==> config.mk <==
export PLATFORM = sky130hd
export DESIGN_NAME = bbsr_front
export DESIGN_NICKNAME = d
export VERILOG_FILES = /design/src/rtl/bbsr_pkg.sv /design/src/rtl/bbsr_front.sv
export SDC_FILE = /design/constraint.sdc
export NUM_CORES = 2
export LEC_CHECK = 0
export ABC_AREA = 1
export ABC_CLOCK_PERIOD_IN_PS = 22700
export BUFFER_PORTS_ARGS = -buffer_cell sky130_fd_sc_hd__buf_2
export CAP_MARGIN = 20
export CORE_MARGIN = 4
export CORE_UTILIZATION = 65
export DETAILED_ROUTE_END_ITERATION = 8
export HOLD_SLACK_MARGIN = 0.02
export PLACE_DENSITY = 0.88
export SLEW_MARGIN = 20
export SYNTH_ARGS = -nofsm -noshare
export SYNTH_HDL_FRONTEND = slang
export SYNTH_SLANG_ARGS = --single-unit
==> constraint.sdc <==
create_clock -name i_clk -period 22.7 [get_ports i_clk]
set_clock_uncertainty 0.2 [all_clocks]
set_input_delay 5.675 -clock i_clk [delete_from_list [all_inputs] [get_ports i_clk]]
set_output_delay 5.675 -clock i_clk [all_outputs]
set_load 0.02 [all_outputs]
==> src/rtl/bbsr_pkg.sv <==
package bbsr_pkg;

    // scaled coordinates, Q.8
    localparam int CW = 26;
    // working width for stamp positions, Q.8
    localparam int QW = 28;
    // larger bounding box side, Q.8
    localparam int SW = 26;
    // divider numerator width
    localparam int NW = 40;
    localparam int QDEPTH = 2;

    typedef logic signed [CW-1:0] t_coord;

    typedef enum logic [1:0] {
        OP_DRAW     = 2'd0,
        OP_BRUSH_WR = 2'd1,
        OP_PIX_RD   = 2'd2,
        OP_CLEAR    = 2'd3
    } t_op;

    localparam logic [1:0]  CFG_SCALE    = 2'd0;
    localparam logic [1:0]  CFG_RADIUS   = 2'd1;
    localparam logic [16:0] SCALE_RESET  = 17'd65536;
    localparam logic [5:0]  RADIUS_RESET = 6'd4;

    typedef struct packed {
        t_op               op;
        t_coord [3:0]      sx;
        t_coord [3:0]      sy;
        logic [SW-1:0]     s8;
        logic [15:0]       steps;
        logic              sat;
        logic [15:0]       address;
        logic [23:0]       texel;
    } t_cmd;

endpackage

==> src/rtl/bbsr_front.sv <==
module bbsr_front (
    input  logic                i_clk,
    input  logic                i_rst_n,
    input  logic                i_start,
    input  logic                i_hold,
    input  logic [1:0]          i_op,
    input  logic signed [23:0]  i_x_start,
    input  logic signed [23:0]  i_y_start,
    input  logic signed [23:0]  i_x_ctrl_one,
    input  logic signed [23:0]  i_y_ctrl_one,
    input  logic signed [23:0]  i_x_ctrl_two,
    input  logic signed [23:0]  i_y_ctrl_two,
    input  logic signed [23:0]  i_x_end,
    input  logic signed [23:0]  i_y_end,
    input  logic [15:0]         i_address,
    input  logic [23:0]         i_texel,
    input  logic [16:0]         i_scale,
    input  logic                i_full,
    output logic                o_busy,
    output logic                o_push,
    output bbsr_pkg::t_cmd      o_cmd
);

    typedef enum logic [1:0] {F_IDLE, F_MUL, F_STORE, F_PUSH} t_fstate;

    t_fstate                        r_state;
    bbsr_pkg::t_cmd                 r_cmd;
    logic signed [23:0]             r_px [4];
    logic signed [23:0]             r_py [4];
    logic [3:0]                     r_cnt;
    logic signed [42:0]             r_prod;
    logic [bbsr_pkg::SW-1:0]        r_wq;

    logic signed [23:0]             minx, maxx, miny, maxy;
    logic signed [24:0]             wx, wy, mul_a;
    logic signed [17:0]             mul_b;
    logic signed [42:0]             w_prod;
    logic [bbsr_pkg::SW-1:0]        hq, s8;
    logic [17:0]                    full;

    always_comb begin
        minx = r_px[0];
        maxx = r_px[0];
        miny = r_py[0];
        maxy = r_py[0];
        for (int i = 1; i < 4; i++) begin
            if (r_px[i] < minx) minx = r_px[i];
            if (r_px[i] > maxx) maxx = r_px[i];
            if (r_py[i] < miny) miny = r_py[i];
            if (r_py[i] > maxy) maxy = r_py[i];
        end
        wx = {maxx[23], maxx} - {minx[23], minx};
        wy = {maxy[23], maxy} - {miny[23], miny};
        priority if (r_cnt < 4'd4) mul_a = {r_px[r_cnt[1:0]][23], r_px[r_cnt[1:0]]};
        else if (r_cnt < 4'd8)     mul_a = {r_py[r_cnt[1:0]][23], r_py[r_cnt[1:0]]};
        else if (r_cnt == 4'd8)    mul_a = wx;
        else                       mul_a = wy;
    end

    assign mul_b  = $signed({1'b0, i_scale});
    assign w_prod = mul_a * mul_b;
    assign hq     = r_prod[41:16];
    assign s8     = (r_wq > hq) ? r_wq : hq;
    assign full   = s8[bbsr_pkg::SW-1:8];

    always_ff @(posedge i_clk) begin
        if (!i_rst_n) begin
            r_state <= F_IDLE;
            r_cnt   <= '0;
        end else begin
            unique case (r_state)
                F_IDLE: begin
                    if (i_start && !o_busy) begin
                        r_cmd.op      <= bbsr_pkg::t_op'(i_op);
                        r_cmd.address <= i_address;
                        r_cmd.texel   <= i_texel;
                        r_cmd.steps   <= '0;
                        r_cmd.sat     <= 1'b0;
                        r_cmd.s8      <= '0;
                        r_px[0] <= i_x_start;    r_py[0] <= i_y_start;
                        r_px[1] <= i_x_ctrl_one; r_py[1] <= i_y_ctrl_one;
                        r_px[2] <= i_x_ctrl_two; r_py[2] <= i_y_ctrl_two;
                        r_px[3] <= i_x_end;      r_py[3] <= i_y_end;
                        r_cnt   <= '0;
                        r_state <= (bbsr_pkg::t_op'(i_op) == bbsr_pkg::OP_DRAW) ? F_MUL : F_PUSH;
                    end
                end
                F_MUL: begin
                    r_prod  <= w_prod;
                    r_state <= F_STORE;
                end
                F_STORE: begin
                    priority if (r_cnt < 4'd4) r_cmd.sx[r_cnt[1:0]] <= r_prod[41:16];
                    else if (r_cnt < 4'd8)     r_cmd.sy[r_cnt[1:0]] <= r_prod[41:16];
                    else if (r_cnt == 4'd8)    r_wq <= r_prod[41:16];
                    else begin
                        r_cmd.s8    <= s8;
                        r_cmd.steps <= (|full[17:16]) ? 16'hFFFF : full[15:0];
                        r_cmd.sat   <= |full[17:16];
                    end
                    if (r_cnt == 4'd9) begin
                        r_state <= F_PUSH;
                    end else begin
                        r_cnt   <= r_cnt + 4'd1;
                        r_state <= F_MUL;
                    end
                end
                F_PUSH: begin
                    if (!i_full) r_state <= F_IDLE;
                end
                default: r_state <= F_IDLE;
            endcase
        end
    end

    assign o_busy = (r_state != F_IDLE) || i_hold;
    assign o_push = (r_state == F_PUSH) && !i_full;
    assign o_cmd  = r_cmd;

endmodule

Word level (Yosys, flattened, before mapping)
Memories as Yosys holds them, arrays and structs flattened. A register that Yosys moved wholly into a read port is not among the register bits.
Index checks and enable logic that the tools add are counted.
Storage, ports and cells
  logic and storage cells: 115
  RAM bits: 192
  input bits: 256
  output and inout port bits: 295
  memories: 2
  register bits after elaboration: 367
Memories
  r_px: words 4, bits a word 24, read ports 5, clocked after memory_dff 1, write ports 4, RTL line bbsr_front.sv:28  | logic signed [23:0] r_px [4];
  r_py: words 4, bits a word 24, read ports 5, clocked after memory_dff 1, write ports 4, RTL line bbsr_front.sv:29  | logic signed [23:0] r_py [4];
Cells by class
  multipliers: 1
  mux-type cells: 42
  bitwise gates (word level): 2
  $lt $le $gt $ge: 17
  add/subtract/negate cells: 3
  reduce and logical (&&, ||, !) cells: 19
  equal/unequal tests: 11
Operator list (number)
  24-bit 2-to-1 mux: 12
  104-bit bitwise mux: 2
  24-bit greater-than comparator: 6
  24-bit less-than comparator: 6
  43-bit 2-to-1 mux: 3
  43-bit case mux with 2 select lines: 1
  83-bit 2-to-1 mux: 1
  25-bit 2-to-1 mux: 3
  26-bit demux with 2-bit select: 1
  26-bit 2-to-1 mux: 2
  24-bit by 24-bit subtractor with 25-bit output: 2
  25-bit by 18-bit multiplier with 42-bit output: 1
  26-bit greater-than comparator: 1
  16-bit 2-to-1 mux: 1
  2-bit 2-to-1 mux: 8
  2-bit inequality test, second input constant: 6
  3-bit AND reduction: 3
  4-bit equality test, second input constant: 2
  4-bit 2-to-1 mux: 2
  2-bit case mux with 4 select lines: 1
  4-bit case mux with 2 select lines: 1
  6-bit AND reduction: 1
  5-bit AND reduction: 1
  4-bit by 1-bit adder with 4-bit output, second input constant: 1
  16 further kinds: 27

Logic depth before layout (Yosys ltp)
An unclocked memory read counts as a cell.
  word-level depth: 12
  mapped depth: 98
  mapped depth without buffers: 93

Worst setup path before layout
OpenSTA, ideal clock, no wires.
  path kind: in2reg
  start: in i_rst_n
  end: mem r_px[0][0] (enable)
  arrival: 13.870 ns
  buffers on the path: 0
  stages on the path: 2
  required time: 21.752 ns
  path slack: 7.882 ns
  setup time: 0.748 ns
  path through: clkinv_1 nor2_1
RTL lines
  start: declaration: RTL line bbsr_front.sv:3  | input logic i_rst_n,
  end: declaration: RTL line bbsr_front.sv:28

==> results.cfg <==
[critical_path]
cp.required_ps = 22890
worstSetupPathType = flip-flop to flip-flop
slowest_delay_ps = 700
reg2reg_depth = 71
path_max_fanout = 48
arrival_ps = 18390
cp-end-kind = flip-flop
critical_path.startpoint_type = flip-flop
path_common_cell = nand2_1
critPathSlowestCell = nor4_1

[outcome]
status = completed

[timing]
finalSetupTns_ps = 0
fmax_mhz = 54.9
tightest_slew_ps = 1130
rsz0062_at_grt = no
period_share_pct = 80.2
relSlewSlack_pct = 24.5
slew_viol_final = 0
finalCriticalPeriod_ps = 18200
finalHoldViolations = 0
final-setup-viol-count = 0

[place]
io_buffers = 550
dpl.hpwl_um = 112000
gp_congestion = 1.04
dp_cells = 6152
dpl_cell_area_mm2 = 0.0488

[cts]
cts_num_sinks = 545
cts-root-buf = clkbuf_16
insertion_delay_ps = 660
max-clock-path-buffers = 3
h-tree-depth = 2
cts_hold_buf = 0
post_cts_buffers = 0
clk_pin_slew_ps = 60
cts_resized = 0
tritoncts = yes
numCtsBuffers = 52

[synthesis]
synth_top_cell_by_area = edfxtp_1
syn_avg_cell_area_um2 = 9.41
yosys-top-cells-count = nand2_1, inv_1, edfxtp_1
synth_warnings = 0
synth-edff-count = 537
yosys.cell_types.count = 57
syn_area_mm2 = 0.0452
synthArstFlopShare_pct = 0
synth.area.top_cells = edfxtp_1, fa_1, ha_1
synth_nets = 5873
ys.flop_type = edfxtp_1
yosysMostFrequentCell = nand2_1
netlist.area_leader.share_pct = 35.7
syn_inst = 4798
ys_seq_area_share_pct = 36.1
ys_ff_latch = 545

[layout]
stdcell_count = 6255
nNetsFinal = 6351
syn2layout_area_growth_pct = 12.0
design_area_mm2 = 0.0506
drive_gt1_share_pct = 15.1

[worst_hold_path]
worstHoldPathType = flip-flop to flip-flop
whs_path_depth = 2

[detailed_routing]
vias = 37967
drc = 0
finalWirelength_um = 145000
drt_first_pass_iters = 7
first_iter_violations = 4964
wl_per_cell_um = 23.1
ant_nets = 0
post_drt_via_cell_ratio = 6.07

[job]
cap_viol_max_count = 0

[grt]
grt_pass1_wl_um = 221000
grt_max_degree = 163
antenna_found_initial = 6
grt-ovfl-total = 0
globalRouteTotalUtil_pct = 38.9
grt_pass1_vias = 37703

[floorplan]
die_w_um = 272
die-height_um = 272
core-area_mm2 = 0.0687
row_count = 96
dieArea_mm2 = 0.0738
ioPinCount = 551
start_util_pct = 65.7
-- worst paths after layout --
| path | from | end | slack [ps] |
|---|---|---|---|
| worst min register to register | r_state[0] | r_state[0] | 360 |
| worst min-delay path | r_state[0] | r_state[0] | 360 |
| worst max register to register | r_py[1][23] | r_prod[37] | 4500 |
| worst max-delay path | r_py[1][23] | r_prod[37] | 4500 |
-- worst max-delay path: cells and delay by family, from the launching register on --
family / cells / cell delay [ps]
flops: 1 / 440
xor+xnor: 2 / 260
compound gates: 19 / 3970
simple gates: 30 / 6470
buf+inv: 9 / 1540
fa+ha+maj: 11 / 5010
-- per-stage QoR --
step                      setup WS [ps]  util (%)  hold slack [ps]
final                              4500      73.6              364
after global routing               3180      73.6              399
after CTS                          4950      73.6              368
after detailed placement           5170      71.0              359
after global placement             5390      71.0              346
after floorplan                    7880         -              310
-- state kept, by name (all words and copies together) (netlist names), named ones only --
| register | count |
|---|---|
| r_state | 2 |
| r_wq | 26 |
| r_py | 96 |
| r_prod | 26 |
| o_cmd | 293 |
| r_px | 96 |
| r_cnt | 4 |
-- cell type report --
cell class | instances | area (µm²)
Clock buffer | 58 | 1320
Antenna cell | 7 | 17.5
Timing Repair Buffer | 590 | 3090
Clock inverter | 37 | 428
Fill cell | 4761 | 18100
Multi-Input combinational cell | 3282 | 25300
Tap cell | 931 | 1160
Sequential cell | 545 | 16300
Inverter | 805 | 3020
-- layout by cell type (no fill, tap or decap), types with 14 or more instances in the layout --
cell       netlist  final
edfxtp_1       537    537
xor2_1          26     26
ha_1           408    408
buf_2           25    550
nand2_1        832    832
clkbuf_16        0     52
xnor2_1         20     20
buf_4            2     38
o211ai_1        18     18
a211oi_1        25     24
nand3_1        181    181
clkinv_1        12     22
inv_1          787    787
nor3_1          23     21
fa_1           411    411
nand2_2         26     26
nand4_1         37     37
a21o_1          14     14
nor2_1         382    371
o21ai_0        313    313
o21ai_1         52     52
a21oi_1        322    321
o21ai_2         64     63
-- cells by family (layout without fill, tap and decap cells) --
logic type,Yosys count,count (layout),share of synthesized area [%]
other,0,7,0
AND/OR/NAND/NOR,1523,1523,13.9
XOR/XNOR,46,46,0.892
buffers and inverters,971,1490,8.25
AO/OA/AOI/OAI,894,894,11.4
flip-flops,545,545,36.1
adder cells (fa/ha/maj),819,819,29.5
-- layer usage --
| metal | GRT usage [%] | vias to the layer above | wire length, µm |
|---|---|---|---|
| met5 | 0 | - | 13 |
| met4 | 18.1 | 2 | 8620 |
| met3 | 10.2 | 502 | 18500 |
| met2 | 62.6 | 2748 | 65800 |
| met1 | 49.8 | 17865 | 51700 |
| li1 | - | 16850 | - |
Power is not shown: default switching activity piles up to over one toggle a cycle in this logic, so the estimate is an artifact.
