===== config.mk =====
export PLATFORM = sky130hd
export DESIGN_NAME = bbsr_div
export DESIGN_NICKNAME = d
export VERILOG_FILES = /design/src/rtl/bbsr_pkg.sv /design/src/rtl/bbsr_div.sv
export SDC_FILE = /design/constraint.sdc
export NUM_CORES = 1
export LEC_CHECK = 0
export ABC_AREA = 0
export ABC_CLOCK_PERIOD_IN_PS = 15950
export BUFFER_PORTS_ARGS = -buffer_cell sky130_fd_sc_hd__buf_2
export CORE_MARGIN = 3
export CORE_UTILIZATION = 58
export CTS_CLUSTER_DIAMETER = 120
export DETAILED_ROUTE_END_ITERATION = 6
export GPL_TIMING_DRIVEN = 0
export PLACE_DENSITY = 0.83
export SYNTH_ARGS = -nofsm -noshare
export SYNTH_HDL_FRONTEND = slang
export SYNTH_SLANG_ARGS = --single-unit

===== constraint.sdc =====
create_clock -name i_clk -period 15.95 [get_ports i_clk]
set_input_delay 4.785 -clock i_clk [delete_from_list [all_inputs] [get_ports i_clk]]
set_output_delay 4.785 -clock i_clk [all_outputs]
set_load 0.01 [all_outputs]

===== src/rtl/bbsr_pkg.sv =====
package bbsr_pkg;

    // scaled coordinates, Q.8
    localparam int CW = 26;
    // working width for stamp positions, Q.8
    localparam int QW = 28;
    // larger bounding box side, Q.8
    localparam int SW = 26;
    // divider numerator width
    localparam int NW = 40;
    localparam int QDEPTH = 2;

    typedef logic signed [CW-1:0] t_coord;

    typedef enum logic [1:0] {
        OP_DRAW     = 2'd0,
        OP_BRUSH_WR = 2'd1,
        OP_PIX_RD   = 2'd2,
        OP_CLEAR    = 2'd3
    } t_op;

    localparam logic [1:0]  CFG_SCALE    = 2'd0;
    localparam logic [1:0]  CFG_RADIUS   = 2'd1;
    localparam logic [16:0] SCALE_RESET  = 17'd65536;
    localparam logic [5:0]  RADIUS_RESET = 6'd4;

    typedef struct packed {
        t_op               op;
        t_coord [3:0]      sx;
        t_coord [3:0]      sy;
        logic [SW-1:0]     s8;
        logic [15:0]       steps;
        logic              sat;
        logic [15:0]       address;
        logic [23:0]       texel;
    } t_cmd;

endpackage


===== src/rtl/bbsr_div.sv =====
module bbsr_div (
    input  logic                    i_clk,
    input  logic                    i_rst_n,
    input  logic                    i_start,
    input  logic [bbsr_pkg::NW-1:0] i_num,
    input  logic [bbsr_pkg::SW-1:0] i_den,
    output logic                    o_done,
    output logic [bbsr_pkg::NW-1:0] o_quo,
    output logic [bbsr_pkg::SW-1:0] o_rem
);

    localparam int CNW = $clog2(bbsr_pkg::NW);

    logic                    r_busy, r_done;
    logic [CNW-1:0]          r_cnt;
    logic [bbsr_pkg::NW-1:0] r_num, r_quo;
    logic [bbsr_pkg::SW-1:0] r_rem, r_den;
    logic [bbsr_pkg::SW:0]   trial, diff;
    logic                    ge;

    // one restoring step per cycle, msb first
    assign trial = {r_rem, r_num[bbsr_pkg::NW-1]};
    assign ge    = trial >= {1'b0, r_den};
    assign diff  = trial - {1'b0, r_den};

    always_ff @(posedge i_clk) begin
        if (!i_rst_n) begin
            r_busy <= 1'b0;
            r_done <= 1'b0;
            r_cnt  <= '0;
        end else begin
            r_done <= 1'b0;
            if (i_start) begin
                r_busy <= 1'b1;
                r_cnt  <= '0;
                r_num  <= i_num;
                r_den  <= i_den;
                r_rem  <= '0;
                r_quo  <= '0;
            end else if (r_busy) begin
                r_rem <= ge ? diff[bbsr_pkg::SW-1:0] : trial[bbsr_pkg::SW-1:0];
                r_quo <= {r_quo[bbsr_pkg::NW-2:0], ge};
                r_num <= {r_num[bbsr_pkg::NW-2:0], 1'b0};
                r_cnt <= r_cnt + 1'b1;
                if (r_cnt == CNW'(bbsr_pkg::NW-1)) begin
                    r_busy <= 1'b0;
                    r_done <= 1'b1;
                end
            end
        end
    end

    assign o_done = r_done;
    assign o_quo  = r_quo;
    assign o_rem  = r_rem;

endmodule


* After elaboration in Yosys (flattened, before gate mapping)
Cells that the tools add are included.
Storage, ports and cells: register bits 140, input port bits 69, word-level logic and storage cells 27
Cells by class: $add $sub $neg 2, $lt $le $gt $ge 1, equal/unequal tests 1, mux-type cells 9, bitwise gates (word level) 2, reduce and logical (&&, ||, !) cells 5
Operators by type and width (number):
- $mux 40 | 3
- $mux 26 | 2
- $ge 27x26->1 | 1
- $sub 26x26->26 | 1
- $add 6x1->6 const B | 1
- $eq 6x6->1 const B | 1
- $mux 1 | 4
- $reduce_and 2->1 | 2
- $reduce_or 3->1 | 1
- $not 1->1 | 2
- $reduce_bool 2->1 | 1
- $reduce_or 2->1 | 1

* Longest topological paths before layout
Gate-level depths: netlist (run 1).
depth after elaboration 4, mapped depth 12

* Worst setup path after synthesis (run 1)
OpenSTA, ideal clock, no wires.
kind input port to flip-flop, start point input port i_start, end point register r_quo, in the netlist o_quo[0], enable pin, data arrival time 7.810 ns, data required time 15.476 ns, slack 7.666 ns, stages 3, path through clkbuf_1 -> clkbuf_1 -> o21a_1
Between the ends: longest elaborated chain between the ends 2
RTL lines:
- start, declared | line bbsr_div.sv:4 | input logic i_start,
- $reduce_bool 2->1 (no line)
- $reduce_and 2->1 (no line)
- end signal, assigned | line bbsr_div.sv:42 | r_quo <= {r_quo[bbsr_pkg::NW-2:0], ge};
- end, declared | line bbsr_div.sv:16 | logic [bbsr_pkg::NW-1:0] r_num, r_quo;
No other way between the ends. A chain may end at the register's enable or synchronous reset.

* Worst setup path in the final report (run 1)
start point input port i_start, end point register r_den[10] (netlist name), enable pin
Between the ends: longest elaborated chain between the ends 1
RTL lines:
- $reduce_and 2->1 (no line)
- end signal, assigned | line bbsr_div.sv:37 | r_den <= i_den;
- end, declared | line bbsr_div.sv:17 | logic [bbsr_pkg::SW-1:0] r_rem, r_den;
No other way between the ends.

==> results.yml, run 1 <==
status:
  run_status: "complete, no violations"
worst_setup_path:
  cpLargestDelayFamily: "simple AND/OR/NAND/NOR gates"
  type_of_destination_of_the_critical_path: "flip-flop"
  critPathLaunch: "i_start"
  critPathLaunchType: "primary input"
  cp_data_arrival_time_ns: 6.73
  path_depth: 3
  worstReg2RegStart: "r_num[39]$_DFFE_PP_"
  cell_chain_of_the_critical_path: "clkbuf_1 -> clkbuf_1 -> and2_1"
  worst_path_most_repeated_cell: "clkbuf_1"
  timing.reg2reg.worst_path_depth: 12
  timing.setup.critical_path_class: "primary input to flip-flop"
  timing.critical_path.buf_inv: 2
  critical-path-slowest-cell: "and2_1"
  critPathMaxStageDelay_ns: 1.07
  critPathRequiredTime_ns: 15.98
  critPathMaxFanout: 27
synthesis:
  synth.lib_cells_used.distinct: 53
  sequential_to_total_area_share_from_yosys_stat_pct: 58.7
  synth_edf_count: 132
  synth_area_um2: 7030
  synth-warning-count: 0
  synthesis.instances: 543
  synth_fp_nets: 640
  yosys_register_bits: 140
  synth-async-reset-ratio_pct: 0
  syn_area_per_cell_um2: 12.9
  synth_ff_type: "edfxtp_1"
timing:
  max-slew-margin-rel_pct: 14.7
  clock-skew-final_ns: 0.00936
  number_of_max_slew_violations_in_the_final_report: 0
  holdWs_ns: 0.521
  setup_viol_count_final: 0
  fin_setup_tns_ns: 0
  fmax_mhz: 149
  worst_slew_pin_slew_ns: 1.28
  final_min_period_over_clock_period_pct: 42.1
  grt_setup_unrepaired: "no"
  hold_violations: 0
  final_period_minus_worst_setup_slack_ns: 6.71
clock_network:
  numCtsBuffers: 17
  cts.repair.resized: 0
  tritoncts_clock_tree: "done"
  clkTransAtPathRegs_ns: 0.06
  cts_root_buffer: "clkbuf_16"
  clock_buffer_depth: 2
  post_cts.repair.setup_buffers: 0
  worst_skew_pair.late_latency_ns: 0.42
  cts_num_sinks: 140
  ctsHtreeMaxLevel: 4
  holdBufCountCts: 0
drt:
  route.met3.wl_um: 1140
  avgViaCountPerCell: 5.60
  via_count: 4775
  drt-met1-wl_um: 6370
  post_detailed_route_wirelength_per_cell_um: 17.8
  top_signal_layer_used: "met4"
  met2_length_um: 7470
  antenna_viol_nets_final: 0
  firstDrtPassIters: 5
  detail_route.wirelength_um: 15200
  dr_iter_0_viols: 295
  post-route-drc-count: 0
placed_design:
  dp_hpwl_um: 10400
  globalplace.congestion: 0.894
  io_buffers: 134
cells_and_area:
  layout-area-overhead-vs-synth_pct: 20.4
  mostFrequentLayoutCell: "buf_2"
  fin_nets: 794
  antennaDiodeCount: 0
  highest_count_cells_in_the_layout_ignoring_fill_and_taps: "buf_2 (137), edfxtp_1 (132), nor2b_1 (42), mux2_2 (39), nor2_1 (38)"
  filler_cell_count: 803
  share_of_layout_cells_above_drive_strength_1_pct: 32.0
job:
  max_cap_violations: 0
hold_path:
  hold_class: "flip-flop to flip-flop"
  min_from: "r_cnt[5]$_SDFFE_PP0P_"
  whs_path_depth: 2
die:
  fp.dieW_um: 116
  core.rowCount: 39
  floorplan.die_area_um2: 13500
  core_area_um2: 11600
  chipHeight_um: 116
  num_io_pins: 136
  initial_core_util_pct: 60.5
power_and_ir_drop:
  power.ir.vdd_worst_mv: 0.102
  pwr_density_cell_nw_per_um2: 120
  leakagePower_nw: 3.48
  total_power_mw: 1.01
global_routing:
  initial_antenna_violation_count: 0
  grt_pass1_vias: 4859
  grt_remaining_overflow: 0
  grt_max_degree: 71
  track_usage_pct: 23.7
  grt_pass1_wl_um: 24300
cell usage after synthesis (3+ instances only):
master	count	area, um2
edfxtp_1	132	3960
nor2b_1	42	263
mux2_2	39	439
nor2_1	38	143
inv_1	29	109
a21oi_1	28	140
ha_1	27	338
nand2_1	21	78.8
mux2i_1	18	180
o21ai_0	17	85.1
a21o_1	14	105
xnor2_1	13	114
clkbuf_1	12	45.0
xor2_1	11	96.3
a211oi_2	8	100
dfxtp_1	8	160
nand3_1	8	40.0
and2_1	6	37.5
nand4_1	6	37.5
o21a_1	6	45.0
a31oi_1	5	31.3
and3_1	5	31.3
nand2b_1	4	25.0
or3_1	4	25.0
buf_2	3	15.0
buf_6	3	33.8
nand3b_1	3	22.5
o21ai_1	3	15.0
worst paths after layout:
kind / to / slack, ns
min: r_cnt[5]$_SDFFE_PP0P_ / 0.52
max reg2reg: o_rem[22]$_SDFFCE_PP0P_ / 12.81
min reg2reg: r_cnt[5]$_SDFFE_PP0P_ / 0.52
max: r_den[10]$_DFFE_PP_ / 9.24
layer usage:
layer,up-vias,global-route usage [%]
met5,-,0
li1,2318,-
met4,0,8.35
met3,15,9.24
met2,150,38.1
met1,2292,29.3
cell families (layout without fill, tap and decap cells):
logic type / after synthesis / in the layout / share of synthesized area [%]
xor+xnor: 24 / 24 / 2.99
simple gates: 146 / 146 / 11.3
flops: 140 / 140 / 58.7
fa+ha+maj: 28 / 28 / 5.09
compound gates: 99 / 99 / 10.1
buf+inv: 49 / 216 / 2.99
mux: 57 / 57 / 8.82
flip-flops by register name, summed over array words and instances (netlist names):
register	flops
r_num	40
r_busy	1
o_done	1
o_rem	26
r_den	26
r_cnt	6
o_quo	40
per-stage QoR:
step	setup slack, ns	utilization (%)	std cells	instance area, um2
5_1_grt	9.02	72.8	853	8460
3_3_place_gp	6.45	67.8	820	7880
3_5_place_dp	8.69	68.1	821	7910
4_1_cts	9.14	72.8	853	8460
2_1_floorplan	7.67	-	543	7030
6_report	9.24	72.8	853	8460
worst register-to-register path: stages (launching register included):
cell and delay (ns):
edfxtp_1 0.40, inv_1 0.08, ha_1 0.16, inv_1 0.06
fa_1 0.42, a21o_1 0.23, a31o_2 0.27, o21ai_0 0.34
o211ai_1 0.24, a21oi_1 0.20, a31oi_1 0.14, xor2_1 0.17
a21o_1 0.19
where the power goes:
group	total (mW)	leakage, nW	internal, mW	switching, mW
combinational	0.195	1.89	0.0841	0.111
sequential	0.448	1.34	0.436	0.0126
clock	0.369	0.255	0.214	0.155
total	1.01	3.48	0.733	0.278
cell type report:
| class | count | area (um2) | share of cell area [%] |
|---|---|---|---|
| flip-flops and latches | 140 | 4120 | 48.8 |
| plain buffers | 20 | 101 | 1.20 |
| repair buffers | 135 | 698 | 8.25 |
| well taps | 143 | 179 | 2.12 |
| multi-input cells | 354 | 2700 | 31.9 |
| clock inverters | 14 | 120 | 1.42 |
| clock buffers | 18 | 429 | 5.07 |
| inverters | 29 | 109 | 1.29 |
No activity file was read; power rests on OpenSTA's default activity.
==> inputs of run 2 (changes only) <==
ABC_CLOCK_PERIOD_IN_PS = 5400   (was 15950)
CORE_UTILIZATION = 50   (was 58)
PLACE_DENSITY = 0.76   (was 0.83)
clock period = 5.4 ns   (was 15.95 ns; I/O delays follow)
==> results.yml, run 2 (synthesis results as in run 1) <==
worst_setup_path:
  timing.setup.critical_path_class: "primary input to flip-flop"
  worst_path_most_repeated_cell: "clkbuf_1"
  cell_chain_of_the_critical_path: "clkbuf_1 -> clkbuf_1 -> o21a_4 -> buf_12"
  critPathRequiredTime_ns: 5.48
  timing.critical_path.buf_inv: 3
  critPathLaunchType: "primary input"
  critical-path-slowest-cell: "o21a_4"
  cp_data_arrival_time_ns: 3.65
  cpLargestDelayFamily: "buffers and inverters"
  critPathMaxStageDelay_ns: 0.78
  type_of_destination_of_the_critical_path: "flip-flop"
  critPathMaxFanout: 62
cells_and_area:
  layoutNonFillerInstCount: 887
  layout-area-overhead-vs-synth_pct: 22.0
  highest_count_cells_in_the_layout_ignoring_fill_and_taps: "buf_2 (137), edfxtp_1 (132), nor2b_1 (42), mux2_2 (39), nor2_1 (38)"
  final_area_um2: 8570
  fin_nets: 794
  final_core_utilization_pct: 63.5
  share_of_layout_cells_above_drive_strength_1_pct: 32.0
  mostFrequentLayoutCell: "buf_2"
die:
  initial_core_util_pct: 52.0
  chipHeight_um: 125
  core.rowCount: 42
  floorplan.die_area_um2: 15500
  core_area_um2: 13500
  num_io_pins: 136
  fp.dieW_um: 125
timing:
  final_min_period_over_clock_period_pct: 66.1
  grt_setup_unrepaired: "no"
  clock-skew-final_ns: 0.00916
  max-slew-margin-rel_pct: 15.6
  hold_violations: 0
  number_of_max_slew_violations_in_the_final_report: 0
  fin_setup_tns_ns: 0
  final_period_minus_worst_setup_slack_ns: 3.57
  worst_slew_pin_slew_ns: 1.27
  fmax_mhz: 280
  holdWs_ns: 0.515
  setup_viol_count_final: 0
placed_design:
  dp_hpwl_um: 10600
  placed_area_um2: 7940
  place.detailed.instances: 854
  globalplace.congestion: 0.860
  io_buffers: 134
global_routing:
  track_usage_pct: 19.8
  grt.met2_usage_pct: 32.3
  grt.met3_usage_pct: 8.02
  grt_pass1_vias: 5038
  grt_remaining_overflow: 0
  grt_max_degree: 63
  top_usage_layer: "met2"
  grt_use_met1_pct: 24.3
  grt_pass1_wl_um: 24800
  initial_antenna_violation_count: 3
clock_network:
  cts.repair.resized: 0
  clkTransAtPathRegs_ns: 0.06
  cts_root_buffer: "clkbuf_16"
  worst_skew_pair.late_latency_ns: 0.41
  cts_num_sinks: 140
  numCtsBuffers: 17
  post_cts.repair.setup_buffers: 0
  holdBufCountCts: 0
  tritoncts_clock_tree: "done"
  ctsHtreeMaxLevel: 4
  clock_buffer_depth: 2
drt:
  dr_iter_0_viols: 263
  post_detailed_route_wirelength_per_cell_um: 17.0
  via_count: 4822
  detail_route.wirelength_um: 15100
  post-route-drc-count: 0
  avgViaCountPerCell: 5.44
  antenna_viol_nets_final: 0
  firstDrtPassIters: 5
hold_path:
  hold_class: "flip-flop to flip-flop"
power_and_ir_drop:
  pwr_density_cell_nw_per_um2: 361
  power.ir.vdd_worst_mv: 0.230
  leakagePower_nw: 3.53
job:
  max_cap_violations: 0
status:
  run_status: "complete, no violations"
-- run 2: changes by cell type in the layout (fill, tap and decap cells not counted), sizes merged --
cell      before  now
clkbuf        30   38
diode          0    1
clkinv         7    4
inv           31   30
clkinvlp       4    0
-- run 2: routing by layer --
metal / vias to the layer above / share of wire, % / wire length [um]
met2: 172 / 48 / 7290
met5: - / 0.18 / 27
met3: 23 / 8.9 / 1350
met4: 4 / 1.3 / 193
met1: 2311 / 41 / 6200
li1: 2312 / - / -
-- run 2: path summary, 6_finish.rpt --
kind / from / endpoint / slack [ns] / cells past startpoint
max: i_start / o_quo[35]$_SDFFCE_PP0P_ / 1.83 / 4
min: r_cnt[5]$_SDFFE_PP0P_ / o_done$_SDFF_PP0_ / 0.52 / 2
max reg2reg: r_num[39]$_DFFE_PP_ / o_rem[22]$_SDFFCE_PP0P_ / 2.27 / 12
min reg2reg: r_cnt[5]$_SDFFE_PP0P_ / o_done$_SDFF_PP0_ / 0.52 / 2
-- run 2: per-stage QoR --
stage          total power, mW  setup WS (ns)
2_1_floorplan             1.75          0.281
3_3_place_gp              1.90         -0.981
3_5_place_dp              1.91           1.33
4_1_cts                   3.12           1.77
5_1_grt                   3.24           1.63
6_report                  3.10           1.83
-- run 2: power by group --
part | leakage [nW] | total [mW] | internal (mW) | switching [mW]
Combinational | 1.89 | 0.573 | 0.247 | 0.325
Sequential | 1.34 | 1.32 | 1.29 | 0.0364
Clock | 0.306 | 1.20 | 0.761 | 0.440
Total | 3.53 | 3.10 | 2.30 | 0.802
-- run 2: layout make-up --
cell class,instances,area [um2]
sequential,140,4120
buffer,20,101
multi-input combinational,354,2700
clock inverter,6,70.1
tap,176,220
fill,1083,4930
inverter,29,109
antenna,1,2.50
timing repair buffer,135,691
clock buffer,26,554
-- run 2: worst min-delay path, cell delays in order (launching register included) --
cell and delay, ns:
dfxtp_1 0.32, nand4_1 0.09, nor3_1 0.05
