--- src/rtl/bbsr_pkg.sv ---
package bbsr_pkg;

    // scaled coordinates, Q.8
    localparam int CW = 26;
    // working width for stamp positions, Q.8
    localparam int QW = 28;
    // larger bounding box side, Q.8
    localparam int SW = 26;
    // divider numerator width
    localparam int NW = 40;
    localparam int QDEPTH = 2;

    typedef logic signed [CW-1:0] t_coord;

    typedef enum logic [1:0] {
        OP_DRAW     = 2'd0,
        OP_BRUSH_WR = 2'd1,
        OP_PIX_RD   = 2'd2,
        OP_CLEAR    = 2'd3
    } t_op;

    localparam logic [1:0]  CFG_SCALE    = 2'd0;
    localparam logic [1:0]  CFG_RADIUS   = 2'd1;
    localparam logic [16:0] SCALE_RESET  = 17'd65536;
    localparam logic [5:0]  RADIUS_RESET = 6'd4;

    typedef struct packed {
        t_op               op;
        t_coord [3:0]      sx;
        t_coord [3:0]      sy;
        logic [SW-1:0]     s8;
        logic [15:0]       steps;
        logic              sat;
        logic [15:0]       address;
        logic [23:0]       texel;
    } t_cmd;

endpackage

--- src/rtl/bbsr_fifo.sv ---
module bbsr_fifo (
    input  logic            i_clk,
    input  logic            i_rst_n,
    input  logic            i_push,
    input  bbsr_pkg::t_cmd  i_data,
    input  logic            i_pop,
    output bbsr_pkg::t_cmd  o_data,
    output logic            o_empty,
    output logic            o_full
);

    localparam int QPW = $clog2(bbsr_pkg::QDEPTH);

    bbsr_pkg::t_cmd r_mem [bbsr_pkg::QDEPTH];
    logic [QPW-1:0] r_wp, r_rp;
    logic [QPW:0]   r_cnt;

    always_ff @(posedge i_clk) begin
        if (!i_rst_n) begin
            r_wp  <= '0;
            r_rp  <= '0;
            r_cnt <= '0;
        end else begin
            if (i_push) begin
                r_mem[r_wp] <= i_data;
                r_wp        <= r_wp + 1'b1;
            end
            if (i_pop) r_rp <= r_rp + 1'b1;
            if (i_push && !i_pop)      r_cnt <= r_cnt + 1'b1;
            else if (!i_push && i_pop) r_cnt <= r_cnt - 1'b1;
        end
    end

    assign o_data  = r_mem[r_rp];
    assign o_empty = (r_cnt == '0);
    assign o_full  = (r_cnt == (QPW+1)'(bbsr_pkg::QDEPTH));

endmodule

--- config.mk ---
export PLATFORM = sky130hd
export DESIGN_NAME = bbsr_fifo
export DESIGN_NICKNAME = d
export VERILOG_FILES = /design/src/rtl/bbsr_pkg.sv /design/src/rtl/bbsr_fifo.sv
export SDC_FILE = /design/constraint.sdc
export NUM_CORES = 1
export LEC_CHECK = 0
export ABC_AREA = 1
export BUFFER_PORTS_ARGS = -buffer_cell sky130_fd_sc_hd__buf_2
export CORE_MARGIN = 4
export CORE_UTILIZATION = 30
export CTS_BUF_LIST = sky130_fd_sc_hd__clkbuf_2
export CTS_CLUSTER_DIAMETER = 50
export DETAILED_ROUTE_END_ITERATION = 16
export HOLD_SLACK_MARGIN = 0.06
export SLEW_MARGIN = 25
export SYNTH_ARGS = -nofsm -noshare
export SYNTH_HDL_FRONTEND = slang
export SYNTH_SLANG_ARGS = --single-unit
--- constraint.sdc ---
create_clock -name i_clk -period 22.4 [get_ports i_clk]
set_input_delay 2.24 -clock i_clk [delete_from_list [all_inputs] [get_ports i_clk]]
set_output_delay 2.24 -clock i_clk [all_outputs]
set_load 0.02 [all_outputs]
### Word-level counts from Yosys, hierarchy flattened

Memories as Yosys holds them, arrays and structs flattened. A register that Yosys moved wholly into a read port is not among the register bits.
Index checks and enable logic that the tools add are counted.

* bits in registers: 4
* RAM bits: 586
* input port bits: 297
* output and inout bits: 295
* logic and storage cells: 22
* memories: 1

Memories
* r_mem: words 2, bits a word 293, rd ports 1, clocked after Yosys merged registers in 1, write ports 1, RTL line bbsr_fifo.sv:14 `bbsr_pkg::t_cmd r_mem [bbsr_pkg::QDEPTH];`

* $add $sub $neg: 4
* equality and inequality tests: 1
* muxes and demuxes: 7
* reduce and logical (&&, ||, !) cells: 6

Operators with widths (count)
* 2-to-1 mux 1 bit: 5
* 2-to-1 mux 2 bit: 2
* adder 1 bit (second input constant): 2
* adder 2 x 1 -> 2 bit (second input constant): 1
* equality test 2 bit (second input constant): 1
* logical AND 1 bit: 2
* zero test 1 bit: 2
* zero test 2 bit: 1
* nonzero test 2 bit: 1
* subtractor 2 x 1 -> 2 bit (second input constant): 1

### Logic depth before layout (Yosys ltp)

Gate-level depths: netlist of the first run.

* depth in word-level cells: 4
* gate-level depth with buffers: 8
* mapped depth without buffers: 8

### Worst setup path after synthesis of the first run

OpenSTA, ideal clock, no wires.

* path type: input port to flip-flop
* start: input port i_rst_n
* end: memory r_mem[1][0] in the netlist's numbering, enable pin
* arrival time: 21994 ps
* path slack: -901 ps
* cell stages on the path: 2
* path buffers: 0
* cells stage by stage: inv_1 -> nor3_1

* longest elaborated chain between the ends: 2

Ends and longest elaborated chain
* from (decl): RTL line bbsr_fifo.sv:3 `input logic i_rst_n,`
* 2-to-1 mux 1 bit: RTL line bbsr_fifo.sv:19 `if (!i_rst_n) begin`
* 2-to-1 mux 1 bit (implied by the code): RTL line bbsr_fifo.sv:25 `r_mem[r_wp] <= i_data;`
* to (decl): RTL line bbsr_fifo.sv:14

No other way between the ends.

==> results of run 1 <==
==> through the flow <==
stage | util, % | total power (W) | setup slack, ns | hold slack, ns | instances
final | 37.3 | 0.00225 | 15.08 | 0.491 | 2739
after global routing | 37.3 | 0.00238 | 14.56 | 0.534 | 2738
after CTS | 37.3 | 0.00230 | 14.64 | 0.496 | 2733
after detailed placement | 35.5 | 0.00158 | 16.21 | 0.480 | 2483
after global placement | 35.5 | 0.00158 | 16.32 | 0.451 | 2483
after floorplan | - | 0.00150 | 6.96 | 0.443 | 946
==> routing by layer <==
metal	part of all wire, %	wire (um)
met5	0.16	82
met4	2.1	1070
met3	11	5500
met2	51	26200
met1	36	18200
==> sequential cells by signal (all words and copies together) (netlist names), named ones only <==
signal,count
r_wp,1
r_cnt,2
r_rp,1
r_mem,586
==> cell families after synthesis <==
| group | after synthesis | synth area share (%) |
|---|---|---|
| DFF | 591 | 78.5 |
| muxes | 293 | 19.1 |
| buffers and inverters | 42 | 1.94 |
| and+or+nand+nor | 15 | 0.272 |
| AOI/OAI and AO/OA | 3 | 0.0666 |
| xor gates and xnor gates | 1 | 0.0389 |
| adders and majority gates | 1 | 0.0555 |
==> worst reg2reg max path: cells and delay by family (launching register included) <==
family,cells,cell delay (ns)
DFF,1,0.34
buffers and inverters,3,1.63
and+or+nand+nor,1,0.65
==> layout by cell type (no fill, tap or decap) <==
master,instances
inv_8,2
clkbuf_2,219
ha_1,1
clkinv_2,3
buf_2,591
diode_2,6
nor2_4,1
clkinv_1,15
mux2_4,270
bufinv_16,1
nand4_1,1
nor2_1,5
mux2_2,23
xnor2_1,1
o21ai_0,1
buf_12,3
clkinv_4,6
dfxtp_1,4
nand2_1,6
dfxtp_4,1
inv_2,1
clkinvlp_4,1
buf_6,1
a21oi_1,2
nand3_1,1
inv_1,9
buf_4,6
edfxtp_1,586
inv_6,2
nor3_4,1
==> path summary, 6_finish.rpt <==
path	start	to	cells past startpoint
setup / recovery	flop	o_data[44]	5
hold / removal	r_wp$_SDFFE_PN0P_	r_wp$_SDFFE_PN0P_	2
setup reg to reg	r_wp$_SDFFE_PN0P_	r_mem[1][40]$_DFFE_PP_	4
hold reg to reg	r_wp$_SDFFE_PN0P_	r_wp$_SDFFE_PN0P_	2
==> layout make-up <==
type,count,area [um2]
well taps,969,1210
flip-flops and latches,591,17700
diodes,6,15.0
clock buffers,219,1100
multi-input cells,313,4430
fillers,7024,46700
repair buffers,601,3070
clock inverters,31,205
inverters,9,33.8
==> power by group <==
part / switching [W] / internal, W / total, W
Clock: 0.000422 / 0.000276 / 0.000698
Combinational: 0.000156 / 0.000128 / 0.000284
Sequential: 0.0000134 / 0.00126 / 0.00127
==> impl_table.tex, run 1 <==
\begin{tabular}{lr}
\hline
Metric & Value \\
\hline
\multicolumn{2}{l}{\textbf{Synth}} \\
Area share of the largest cell type after synthesis & 78.1\% \\
Number of cells produced by synthesis & between 900 and 1000 \\
Warnings, synthesis & 0 \\
Post-synthesis sequential element count & around 600 \\
Count of flip-flops with a built-in enable after synthesis & $\sim$600 \\
Register area share after synthesis & roughly four fifths \\
Share of synthesized flip-flops with an asynchronous set or reset & 0\% \\
Count of unique library cells instantiated by Yosys & 17 \\
Most instantiated cells after synthesis & edfxtp\_1 (586), mux2\_4 (270), mux2\_2 (23), buf\_6 (19), buf\_8 (12) \\
Synthesized Nets & 1244 \\
Top FF cell, synth & edfxtp\_1 \\
Average size of a mapped cell & 23.8 um2 \\
Dominant cells by area after synthesis & edfxtp\_1 (78\%), mux2\_4 (18\%), mux2\_2 (1.1\%), buf\_6 (0.95\%), buf\_8 (0.80\%) \\
Most frequently used cell type in the post-synthesis netlist & edfxtp\_1 \\
Cell type with the largest total area after synthesis & edfxtp\_1 \\
Synth Cell Area & approximately 23000 um2 \\
\multicolumn{2}{l}{\textbf{Setup path}} \\
Flop-to-flop setup slack & 19.13 ns \\
Critical path class & reg -> out \\
Critical Path Slowest Stage Cell & buf\_4 \\
Critical path peak fanout & 53 \\
Critical Path, Cell by Cell & buf\_4, buf\_4, buf\_4, mux2\_4, buf\_2 \\
Largest delay contributor family on the critical path & buffers and inverters \\
Crit path buf inv count & 4 \\
Critical Path Most Common Cell & buf\_4 \\
Required time of the critical path & approximately 20 ns \\
Crit start category & flop \\
Crit end category & output port \\
Worst EP arrival & just over 5 ns \\
Biggest cell delay along the critical path & between 0.8 and 0.9 ns \\
\multicolumn{2}{l}{\textbf{GRT}} \\
Met2 GRT Util & a little over a fifth \\
Global-route track usage on met3 & around 6\% \\
Number of global-route vias before repair & between 10000 and 15000 \\
Largest net degree at the start of global routing & 155 \\
GRT Max-Usage Layer & met2 \\
Grt ovf & 0 \\
Met1 Use GR & 12.4\% \\
Wire length of the first global-routing pass & about 73000 um \\
GRT Resource Usage Total & between 10\% and 20\% \\
Number of antenna violations at the first check in global routing & 15 \\
\multicolumn{2}{l}{\textbf{Drt}} \\
DR pass1 iterations & 4 \\
Via count & 11500 \\
Mean number of vias per cell & 4.21 \\
Violation count after the first detailed-route iteration & 490 \\
Antenna-violating nets left & 0 \\
Per-cell routed wire length & approximately 19 um \\
DRT Wirelength & approximately 51000 um \\
Number of remaining DRC errors & 0 \\
\multicolumn{2}{l}{\textbf{Clocking}} \\
Number of clock sinks & between 500 and 600 \\
CTS clk-pin slew, worst paths & $\sim$0.080 ns \\
\# resized after CTS & 0 \\
CTS tree & yes \\
Maximum level of the CTS H-tree & 4 \\
Number of buffers between clock root and the deepest sink & 3 \\
Root buffer cell & clkbuf\_2 \\
Clock insertion delay at the later pin of the skew report & $\sim$1.2 ns \\
CTS Buf Count & 154 \\
Post-CTS Hold Buffers & 0 \\
Post-CTS setup buffer count & 0 \\
\multicolumn{2}{l}{\textbf{STA}} \\
Setup-violating endpoint count in the final report & 0 \\
Worst rel slew slack & 32.6\% \\
Crit path time final & 7.32 ns \\
Tightest Pin Transition & 1.01 ns \\
Total negative slack & 0 ns \\
Unrepaired setup endpoints after global routing & false \\
Maximum clock rate & about 140 MHz \\
Final Max Slew Viols & 0 \\
Final clock period utilization by the worst path & around 33\% \\
Clock tree skew after final layout & just under 0.1 ns \\
Count of endpoints failing hold in the final timing report & 0 \\
\multicolumn{2}{l}{\textbf{Floorplanning}} \\
Initial core utilization & roughly 30\% \\
Boundary pin count & slightly below 600 \\
Die area & $\sim$80000 um2 \\
Die Span Y & roughly 280 um \\
Core outline area & between 70000 and 80000 um2 \\
Width of the chip & approximately 280 um \\
Row count & 100 \\
\multicolumn{2}{l}{\textbf{Place}} \\
Post-detail-place hpwl & 34700 um \\
Final RePlAce weighted congestion & between 0.7 and 0.8 \\
Total of buffers placed on input and output ports & a little under 600 \\
Post-detailed-placement cell area & 26400 um2 \\
\multicolumn{2}{l}{\textbf{Power and ir drop}} \\
LEAKAGE & $\sim$11 nW \\
Pwr/cell area & just over 80 nW/um2 \\
Worst vdd rail ir drop & 0.0408 mV \\
\multicolumn{2}{l}{\textbf{Cells and area}} \\
Design area & 27800 um2 \\
Layout-stage area growth over the synthesis result & 23.2\% \\
Fraction of layout cells with a size suffix above 1 & $\sim$64\% \\
Net count, final & roughly 2000 \\
\multicolumn{2}{l}{\textbf{Hold path}} \\
Worst min-delay path class & reg -> reg \\
\multicolumn{2}{l}{\textbf{Flow run}} \\
\# Max-Cap Violations & 0 \\
\multicolumn{2}{l}{\textbf{Run status}} \\
Result of the run & finished, final reports clean \\
\hline
\end{tabular}
(Power assumes the default switching activity.)
==> inputs of run 2 (changes only) <==
==> constraint.sdc (replaced) <==
create_clock -name i_clk -period 6.8 [get_ports i_clk]
set_input_delay 0.68 -clock i_clk [delete_from_list [all_inputs] [get_ports i_clk]]
set_output_delay 0.68 -clock i_clk [all_outputs]
set_load 0.02 [all_outputs]
==> impl_table.tex, run 2 <==
\begin{tabular}{lr}
\hline
Metric & Value \\
\hline
\multicolumn{2}{l}{\textbf{Clocking}} \\
Number of buffers between clock root and the deepest sink & 3 (unchanged) \\
Number of clock sinks & 591 (unchanged) \\
Post-CTS setup buffer count & 0 (unchanged) \\
Root buffer cell & clkbuf\_2 \\
\# resized after CTS & 0 (unchanged) \\
Maximum level of the CTS H-tree & 4 (unchanged) \\
Post-CTS Hold Buffers & 553 (+553) \\
CTS Buf Count & 158 (+2.6\%) \\
\multicolumn{2}{l}{\textbf{Run status}} \\
Tool error & [ERROR RSZ-0060] Max buffer count reached. \\
Failing step & clock tree synthesis (4\_1\_cts) \\
Result of the run & did not finish \\
\multicolumn{2}{l}{\textbf{Synth}} \\
Synthesized Nets & 1244 (unchanged) \\
Count of flip-flops with a built-in enable after synthesis & 586 (unchanged) \\
Warnings, synthesis & 0 (unchanged) \\
Average size of a mapped cell & 23.8 um2 (unchanged) \\
Most frequently used cell type in the post-synthesis netlist & edfxtp\_1 \\
Number of cells produced by synthesis & 946 (unchanged) \\
Synth Cell Area & 22500 um2 (unchanged) \\
Count of unique library cells instantiated by Yosys & 17 (unchanged) \\
Post-synthesis sequential element count & 591 (unchanged) \\
Top FF cell, synth & edfxtp\_1 \\
Cell type with the largest total area after synthesis & edfxtp\_1 \\
Dominant cells by area after synthesis & edfxtp\_1 (78\%), mux2\_4 (18\%), mux2\_2 (1.1\%), buf\_6 (0.95\%), buf\_8 (0.80\%) \\
Share of synthesized flip-flops with an asynchronous set or reset & 0\% (unchanged) \\
Register area share after synthesis & 78.5\% (unchanged) \\
Area share of the largest cell type after synthesis & 78.1\% (unchanged) \\
Most instantiated cells after synthesis & edfxtp\_1 (586), mux2\_4 (270), mux2\_2 (23), buf\_6 (19), buf\_8 (12) \\
\multicolumn{2}{l}{\textbf{Floorplanning}} \\
Boundary pin count & 592 (unchanged) \\
Die Span Y & 282 um (unchanged) \\
Initial core utilization & 30.3\% (unchanged) \\
Row count & 100 (unchanged) \\
Width of the chip & 282 um (unchanged) \\
\multicolumn{2}{l}{\textbf{Place}} \\
Final RePlAce weighted congestion & 0.773 (+0.25\%) \\
Post-detail-place hpwl & 34700 um (+0.14\%) \\
Total of buffers placed on input and output ports & 591 (unchanged) \\
Post-detailed-placement cell area & 26500 um2 (+0.10\%) \\
\hline
\end{tabular}
run 2: cell counts after synthesis:
Identical to the previous run, type by type.
run 2: kinds of logic after synthesis:
group           Yosys count  share of synthesized area, %
fa+ha+maj                 1                        0.0555
xor+xnor                  1                        0.0389
flops                   591                          78.5
simple gates             15                         0.272
compound gates            3                        0.0666
buf+inv                  42                          1.94
mux                     293                          19.1
run 2: through the flow:
stage	std cells	setup WS [ns]
after global placement	2485	3.82
after floorplan	946	-1.37
after detailed placement	2485	3.78
==> inputs of run 3 (changes only) <==
--- a/config.mk
+++ b/config.mk
@@ -8,11 +8,9 @@
 export ABC_AREA = 1
 export BUFFER_PORTS_ARGS = -buffer_cell sky130_fd_sc_hd__buf_2
 export CORE_MARGIN = 4
-export CORE_UTILIZATION = 30
-export CTS_BUF_LIST = sky130_fd_sc_hd__clkbuf_2
-export CTS_CLUSTER_DIAMETER = 50
+export CORE_UTILIZATION = 20
 export DETAILED_ROUTE_END_ITERATION = 16
-export HOLD_SLACK_MARGIN = 0.06
+export PLACE_DENSITY_LB_ADDON = 0.15
 export SLEW_MARGIN = 25
 export SYNTH_ARGS = -nofsm -noshare
 export SYNTH_HDL_FRONTEND = slang
==> impl_table.tex, run 3 (same netlist as run 1, synthesis figures left out) <==
\begin{tabular}{lr}
\hline
Metric & Value \\
\hline
\multicolumn{2}{l}{\textbf{STA}} \\
Crit path time final & 3.55 ns \\
Setup-violating endpoint count in the final report & 0 \\
Tightest Pin Transition & about 1.2 ns \\
Count of endpoints failing hold in the final timing report & 0 \\
Maximum clock rate & about 280 MHz \\
Unrepaired setup endpoints after global routing & false \\
Final clock period utilization by the worst path & 52.3\% \\
Setup WS post-layout & around 3.2 ns \\
Final Max Slew Viols & 0 \\
Clock tree skew after final layout & between 0.02 and 0.025 ns \\
Worst rel slew slack & 21.7\% \\
\multicolumn{2}{l}{\textbf{GRT}} \\
Number of global-route vias before repair & about 12000 \\
GRT Resource Usage Total & approximately 9.7\% \\
Number of antenna violations at the first check in global routing & 23 \\
Grt ovf & 0 \\
Wire length of the first global-routing pass & around 83000 um \\
Largest net degree at the start of global routing & roughly 140 \\
\multicolumn{2}{l}{\textbf{Clocking}} \\
Clock insertion delay at the later pin of the skew report & just over 0.6 ns \\
\# resized after CTS & 0 (unchanged) \\
Post-CTS setup buffer count & 0 (unchanged) \\
CTS clk-pin slew, worst paths & $\sim$0.060 ns \\
CTS tree & yes \\
Number of buffers between clock root and the deepest sink & 3 (unchanged) \\
Root buffer cell & clkbuf\_16 \\
Post-CTS Hold Buffers & 0 (-100\%) \\
Number of clock sinks & 591 (unchanged) \\
CTS Buf Count & 71 (-55\%) \\
Maximum level of the CTS H-tree & 3 (-1) \\
\multicolumn{2}{l}{\textbf{Drt}} \\
Number of remaining DRC errors & 0 \\
Per-cell routed wire length & 18.9 um \\
Routed length on met2 & between 20000 and 30000 um \\
DRT Wirelength & around 59000 um \\
Via count & 11100 \\
Amount of wire on met3 after detailed routing & roughly 7300 um \\
Metal1 wirelength & about 23000 um \\
Violation count after the first detailed-route iteration & roughly 420 \\
Antenna-violating nets left & 0 \\
DR pass1 iterations & 4 \\
Mean number of vias per cell & 3.54 \\
Highest routed layer & met5 \\
\multicolumn{2}{l}{\textbf{Place}} \\
Post-detail-place hpwl & 41100 um (+19\%) \\
Total of buffers placed on input and output ports & 591 (unchanged) \\
Post-Place Setup Slack & 3.78 ns (-0.00393 ns) \\
Final RePlAce weighted congestion & 0.739 (-4.3\%) \\
\multicolumn{2}{l}{\textbf{Floorplanning}} \\
Die area & between 100000 and 150000 um2 \\
Die Span Y & 344 um (+22\%) \\
Width of the chip & 344 um (+22\%) \\
Row count & 122 (+22\%) \\
Core outline area & around 110000 um2 \\
Initial core utilization & 20.3\% (-10 points) \\
Boundary pin count & 592 (unchanged) \\
\multicolumn{2}{l}{\textbf{Cells and area}} \\
Top library cells by usage in the layout, fill and taps aside & buf\_2 (591), edfxtp\_1 (586), mux2\_4 (270), clkbuf\_16 (73), mux2\_2 (23) \\
Filler Cell Count & between 10000 and 15000 \\
Largest regs & r\_mem (586), r\_cnt (2) \\
Most common cell after layout, fill and taps aside & buf\_2 \\
Largest register FFs & just under 600 \\
Net count, final & between 1500 and 2000 \\
Fraction of layout cells with a size suffix above 1 & approximately 60\% \\
Top register by number of flip-flops & r\_mem \\
Layout-stage area growth over the synthesis result & 29.9\% \\
\multicolumn{2}{l}{\textbf{Power and ir drop}} \\
LEAKAGE & approximately 11 nW \\
Worst vdd rail ir drop & roughly 0.16 mV \\
Pwr/cell area & just under 300 nW/um2 \\
Overall power consumption & between 0.008 and 0.009 W \\
\multicolumn{2}{l}{\textbf{Setup path}} \\
Flop-to-flop setup slack & between 4 and 5 ns \\
Register-to-Register Path Depth & 4 \\
Critical path peak fanout & 42 \\
Worst EP arrival & around 2.9 ns \\
Required time of the critical path & 6.12 ns \\
Crit end category & output port \\
Critical path class & reg -> out \\
Destination of the worst register-to-register timing path & r\_mem[0][48]\$\_DFFE\_PP\_ \\
Crit start category & flop \\
RR Startpoint & r\_wp\$\_SDFFE\_PN0P\_ \\
\multicolumn{2}{l}{\textbf{Flow run}} \\
\# Max-Cap Violations & 0 \\
\multicolumn{2}{l}{\textbf{Hold path}} \\
Critical hold path startpoint & i\_data[183] \\
Worst min-delay path class & in -> reg \\
Worst hold endpoint & r\_mem[1][183]\$\_DFFE\_PP\_ \\
Worst Hold Path Cells & 1 \\
\multicolumn{2}{l}{\textbf{Run status}} \\
Result of the run & finished, final reports clean \\
\hline
\end{tabular}
==> run 3: how the worst max path moves through the flow <==
stage / startpoint / end / slack, ns / cells after the start
3_5_place_dp: flop / o_data[280] / 3.78 / 3
4_1_cts: flop / o_data[280] / 3.07 / 3
5_1_grt: flop / o_data[281] / 3.05 / 3
3_3_place_gp: flop / o_data[5] / 3.80 / 3
6_report: flop / o_data[281] / 3.25 / 3
2_1_floorplan: i_rst_n / r_mem[1][0]$_DFFE_PP_ / -1.37 / 2
==> run 3: per-layer routing <==
layer  up-vias  GRT usage (%)
li1       5084              -
met1      5458           10.6
met2       439           16.0
met3       110           5.56
met4        14           2.82
met5         -              0
==> run 3: area by class of cell <==
cell class	instances	area (um2)	area share, %
Inverter	9	33.8	0.115
Antenna cell	9	22.5	0.0769
Sequential cell	591	17700	60.5
Multi-Input combinational cell	313	4430	15.1
Clock inverter	32	193	0.658
Tap cell	1488	1860	6.36
Clock buffer	94	1910	6.51
Timing Repair Buffer	604	3130	10.7
==> run 3: power breakdown <==
group / switching (W) / internal [W]
Sequential: 0.0000430 / 0.00415
Clock: 0.00145 / 0.00200
Combinational: 0.000541 / 0.000422
==> run 3: worst max-delay path: stages, from the launching register on <==
cell	delay, ns
dfxtp_4	0.93
buf_4	0.64
mux2_2	0.43
buf_2	0.16
==> run 3: stage by stage <==
stage | cells | TNS [ns] | area (um2) | hold WS (ns) | util [%]
2_1_floorplan | 946 | -401.84 | 22600 | 0.444 | -
3_3_place_gp | 3005 | 0 | 27200 | 0.460 | 24.4
3_5_place_dp | 3005 | 0 | 27200 | 0.459 | 24.4
4_1_cts | 3131 | 0 | 29300 | 0.160 | 26.3
5_1_grt | 3131 | 0 | 29300 | 0.174 | 26.3
6_report | 3140 | 0 | 29300 | 0.251 | 26.3
==> inputs of run 4 (changes only) <==
==> constraint.sdc (replaced) <==
create_clock -name i_clk -period 3.2 [get_ports i_clk]
set_input_delay 0.32 -clock i_clk [delete_from_list [all_inputs] [get_ports i_clk]]
set_output_delay 0.32 -clock i_clk [all_outputs]
set_load 0.02 [all_outputs]
==> impl_table.tex, run 4 (same netlist as run 1, synthesis figures left out) <==
\begin{tabular}{lr}
\hline
Metric & Value \\
\hline
\multicolumn{2}{l}{\textbf{STA}} \\
Unrepaired setup endpoints after global routing & false \\
Count of endpoints failing hold in the final timing report & 0 (unchanged) \\
Total negative slack & 0 ns (unchanged) \\
Worst rel slew slack & 38.0\% (+16 points) \\
Setup-violating endpoint count in the final report & 0 (unchanged) \\
Clock tree skew after final layout & 0.0195 ns (-0.000987 ns) \\
Crit path time final & around 2.6 ns \\
Setup WS post-layout & 0.637 ns (-2.61 ns) \\
Maximum clock rate & $\sim$390 MHz \\
Final Max Slew Viols & 0 (unchanged) \\
Tightest Pin Transition & 0.930 ns (-0.245 ns) \\
Worst Hold Slack & 0.424 ns (+0.173 ns) \\
Final clock period utilization by the worst path & 80.1\% \\
\multicolumn{2}{l}{\textbf{Setup path}} \\
Worst setup path endpoint & o\_data[51] \\
Crit start category & flop \\
Destination of the worst register-to-register timing path & r\_mem[1][207]\$\_DFFE\_PP\_ \\
Flop-to-flop setup slack & 1.38 ns (-2.85 ns) \\
Worst EP arrival & 2.24 ns (-0.64 ns) \\
Critical path class & reg -> out \\
RR Startpoint & r\_wp\$\_SDFFE\_PN0P\_ \\
Critical path peak fanout & 86 (+100\%) \\
Crit end category & output port \\
Register-to-Register Path Depth & 4 (unchanged) \\
Required time of the critical path & 2.88 ns (-3.24 ns) \\
\multicolumn{2}{l}{\textbf{Place}} \\
Post-detail-place hpwl & 41200 um (about the same) \\
Post-Place Setup Slack & 1.23 ns (-2.55 ns) \\
Total of buffers placed on input and output ports & 591 (unchanged) \\
Final RePlAce weighted congestion & 0.738 (-0.22\%) \\
\multicolumn{2}{l}{\textbf{Run status}} \\
Result of the run & finished, final reports clean \\
\multicolumn{2}{l}{\textbf{Floorplanning}} \\
Initial core utilization & 20.3\% (unchanged) \\
Row count & 122 (unchanged) \\
Core outline area & 111000 um2 (unchanged) \\
Die area & 118000 um2 (unchanged) \\
Width of the chip & 344 um (unchanged) \\
Die Span Y & 344 um (unchanged) \\
Boundary pin count & 592 (unchanged) \\
\multicolumn{2}{l}{\textbf{Power and ir drop}} \\
Pwr/cell area & 580 nW/um2 (+97\%) \\
Worst vdd rail ir drop & 0.383 mV (+140\%) \\
LEAKAGE & 12.4 nW (+13\%) \\
\multicolumn{2}{l}{\textbf{GRT}} \\
Grt ovf & 0 (unchanged) \\
Number of antenna violations at the first check in global routing & 8 (-65\%) \\
Largest net degree at the start of global routing & 87 (-36\%) \\
Number of global-route vias before repair & 13600 (+11\%) \\
GRT Resource Usage Total & 9.70\% (+0.019 points) \\
Wire length of the first global-routing pass & 85700 um (+2.8\%) \\
\multicolumn{2}{l}{\textbf{Drt}} \\
DR pass1 iterations & 4 (unchanged) \\
Antenna-violating nets left & 0 (unchanged) \\
Highest routed layer & met5 \\
Per-cell routed wire length & 17.2 um (-8.9\%) \\
Mean number of vias per cell & 3.56 (+0.75\%) \\
Number of remaining DRC errors & 0 (unchanged) \\
Metal1 wirelength & 22800 um (+1.3\%) \\
Via count & 12300 (+11\%) \\
Routed length on met2 & 29000 um (+3.4\%) \\
Amount of wire on met3 after detailed routing & 6140 um (-15\%) \\
Violation count after the first detailed-route iteration & 406 (-4.2\%) \\
DRT Wirelength & 59500 um (+0.15\%) \\
\multicolumn{2}{l}{\textbf{Clocking}} \\
Number of clock sinks & 591 (unchanged) \\
CTS clk-pin slew, worst paths & 0.05 ns (about the same) \\
Root buffer cell & clkbuf\_16 \\
CTS Buf Count & 74 (+4.2\%) \\
Clock insertion delay at the later pin of the skew report & 0.62 ns (about the same) \\
Maximum level of the CTS H-tree & 3 (unchanged) \\
\# resized after CTS & 0 (unchanged) \\
Number of buffers between clock root and the deepest sink & 3 (unchanged) \\
CTS tree & yes \\
\multicolumn{2}{l}{\textbf{Cells and area}} \\
Top register by number of flip-flops & r\_mem \\
Fraction of layout cells with a size suffix above 1 & 51.7\% (-8.4 points) \\
Most common cell after layout, fill and taps aside & buf\_2 \\
Top library cells by usage in the layout, fill and taps aside & buf\_2 (591), edfxtp\_1 (586), dlygate4sd3\_1 (296), mux2\_4 (270), clkbuf\_16 (76) \\
Layout-stage area growth over the synthesis result & 44.3\% \\
Largest register FFs & 586 (unchanged) \\
Net count, final & 2205 (+17\%) \\
Final Core Density & 29.2\% (+2.9 points) \\
Largest regs & r\_mem (586), r\_cnt (2) \\
\multicolumn{2}{l}{\textbf{Flow run}} \\
\# Max-Cap Violations & 0 (unchanged) \\
\multicolumn{2}{l}{\textbf{Hold path}} \\
Worst min-delay path class & in -> reg \\
\hline
\end{tabular}
-- run 4: cell types whose count changed in the layout (fill, tap and decap cells not counted), moves of 3 or more --
| cell | change |
|---|---|
| buf_4 | +13 |
| buf_12 | +5 |
| clkinv_1 | -7 |
| diode_2 | -3 |
| dlygate4sd3_1 | +296 |
| clkbuf_16 | +3 |
-- run 4: worst min-delay path by stage --
stage | from | to | slack, ns | depth (start not counted)
2_1_floorplan | i_data[0] | r_mem[0][0]$_DFFE_PP_ | 0.42 | 0
3_3_place_gp | r_wp$_SDFFE_PN0P_ | r_wp$_SDFFE_PN0P_ | 0.46 | 2
3_5_place_dp | r_wp$_SDFFE_PN0P_ | r_wp$_SDFFE_PN0P_ | 0.47 | 2
4_1_cts | i_data[130] | r_mem[0][130]$_DFFE_PP_ | 0.34 | 2
5_1_grt | i_data[72] | r_mem[0][72]$_DFFE_PP_ | 0.37 | 2
6_report | i_data[72] | r_mem[0][72]$_DFFE_PP_ | 0.42 | 2
-- run 4: where the power goes --
| group | internal (W) | switching, W | leakage, nW |
|---|---|---|---|
| clock | 0.00444 | 0.00314 | 1.06 |
| combinational | 0.00116 | 0.00126 | 5.95 |
| sequential | 0.00881 | 0.0000597 | 5.42 |
-- run 4: cell type report --
cell class                 instances  area (um2)
multi-input combinational        313        4430
inverter                           9        33.8
clock buffer                      99        1990
timing repair buffer             918        6290
sequential                       591       17700
antenna                            6        15.0
tap                             1488        1860
clock inverter                    27         205
fill                           11200       78800
-- run 4: worst max-delay path, cell delays in order (launching register included) --
cell and delay [ns]:
dfxtp_4 0.40, buf_12 0.37, mux2_4 0.36, buf_2 0.17
-- run 4: repair_timing --
action / in CTS / in global routing
buffers inserted: 0 / 0
endpoints found under the hold margin: 590 / 0
hold buffers: 296 / 0
-- run 4: per-stage QoR --
step / instance area [um2] / cells / total power [W]
after floorplan: 22600 / 946 / 0.0104
after global placement: 27400 / 3023 / 0.0112
after detailed placement: 27400 / 3023 / 0.0112
after CTS: 32500 / 3445 / 0.0193
after global routing: 32500 / 3450 / 0.0198
final: 32500 / 3451 / 0.0189
-- run 4: layer usage --
metal	track usage [%]	vias to the layer above
met5	0	-
met4	3.49	4
met3	4.43	104
met2	16.4	419
met1	10.7	6055
li1	-	5714
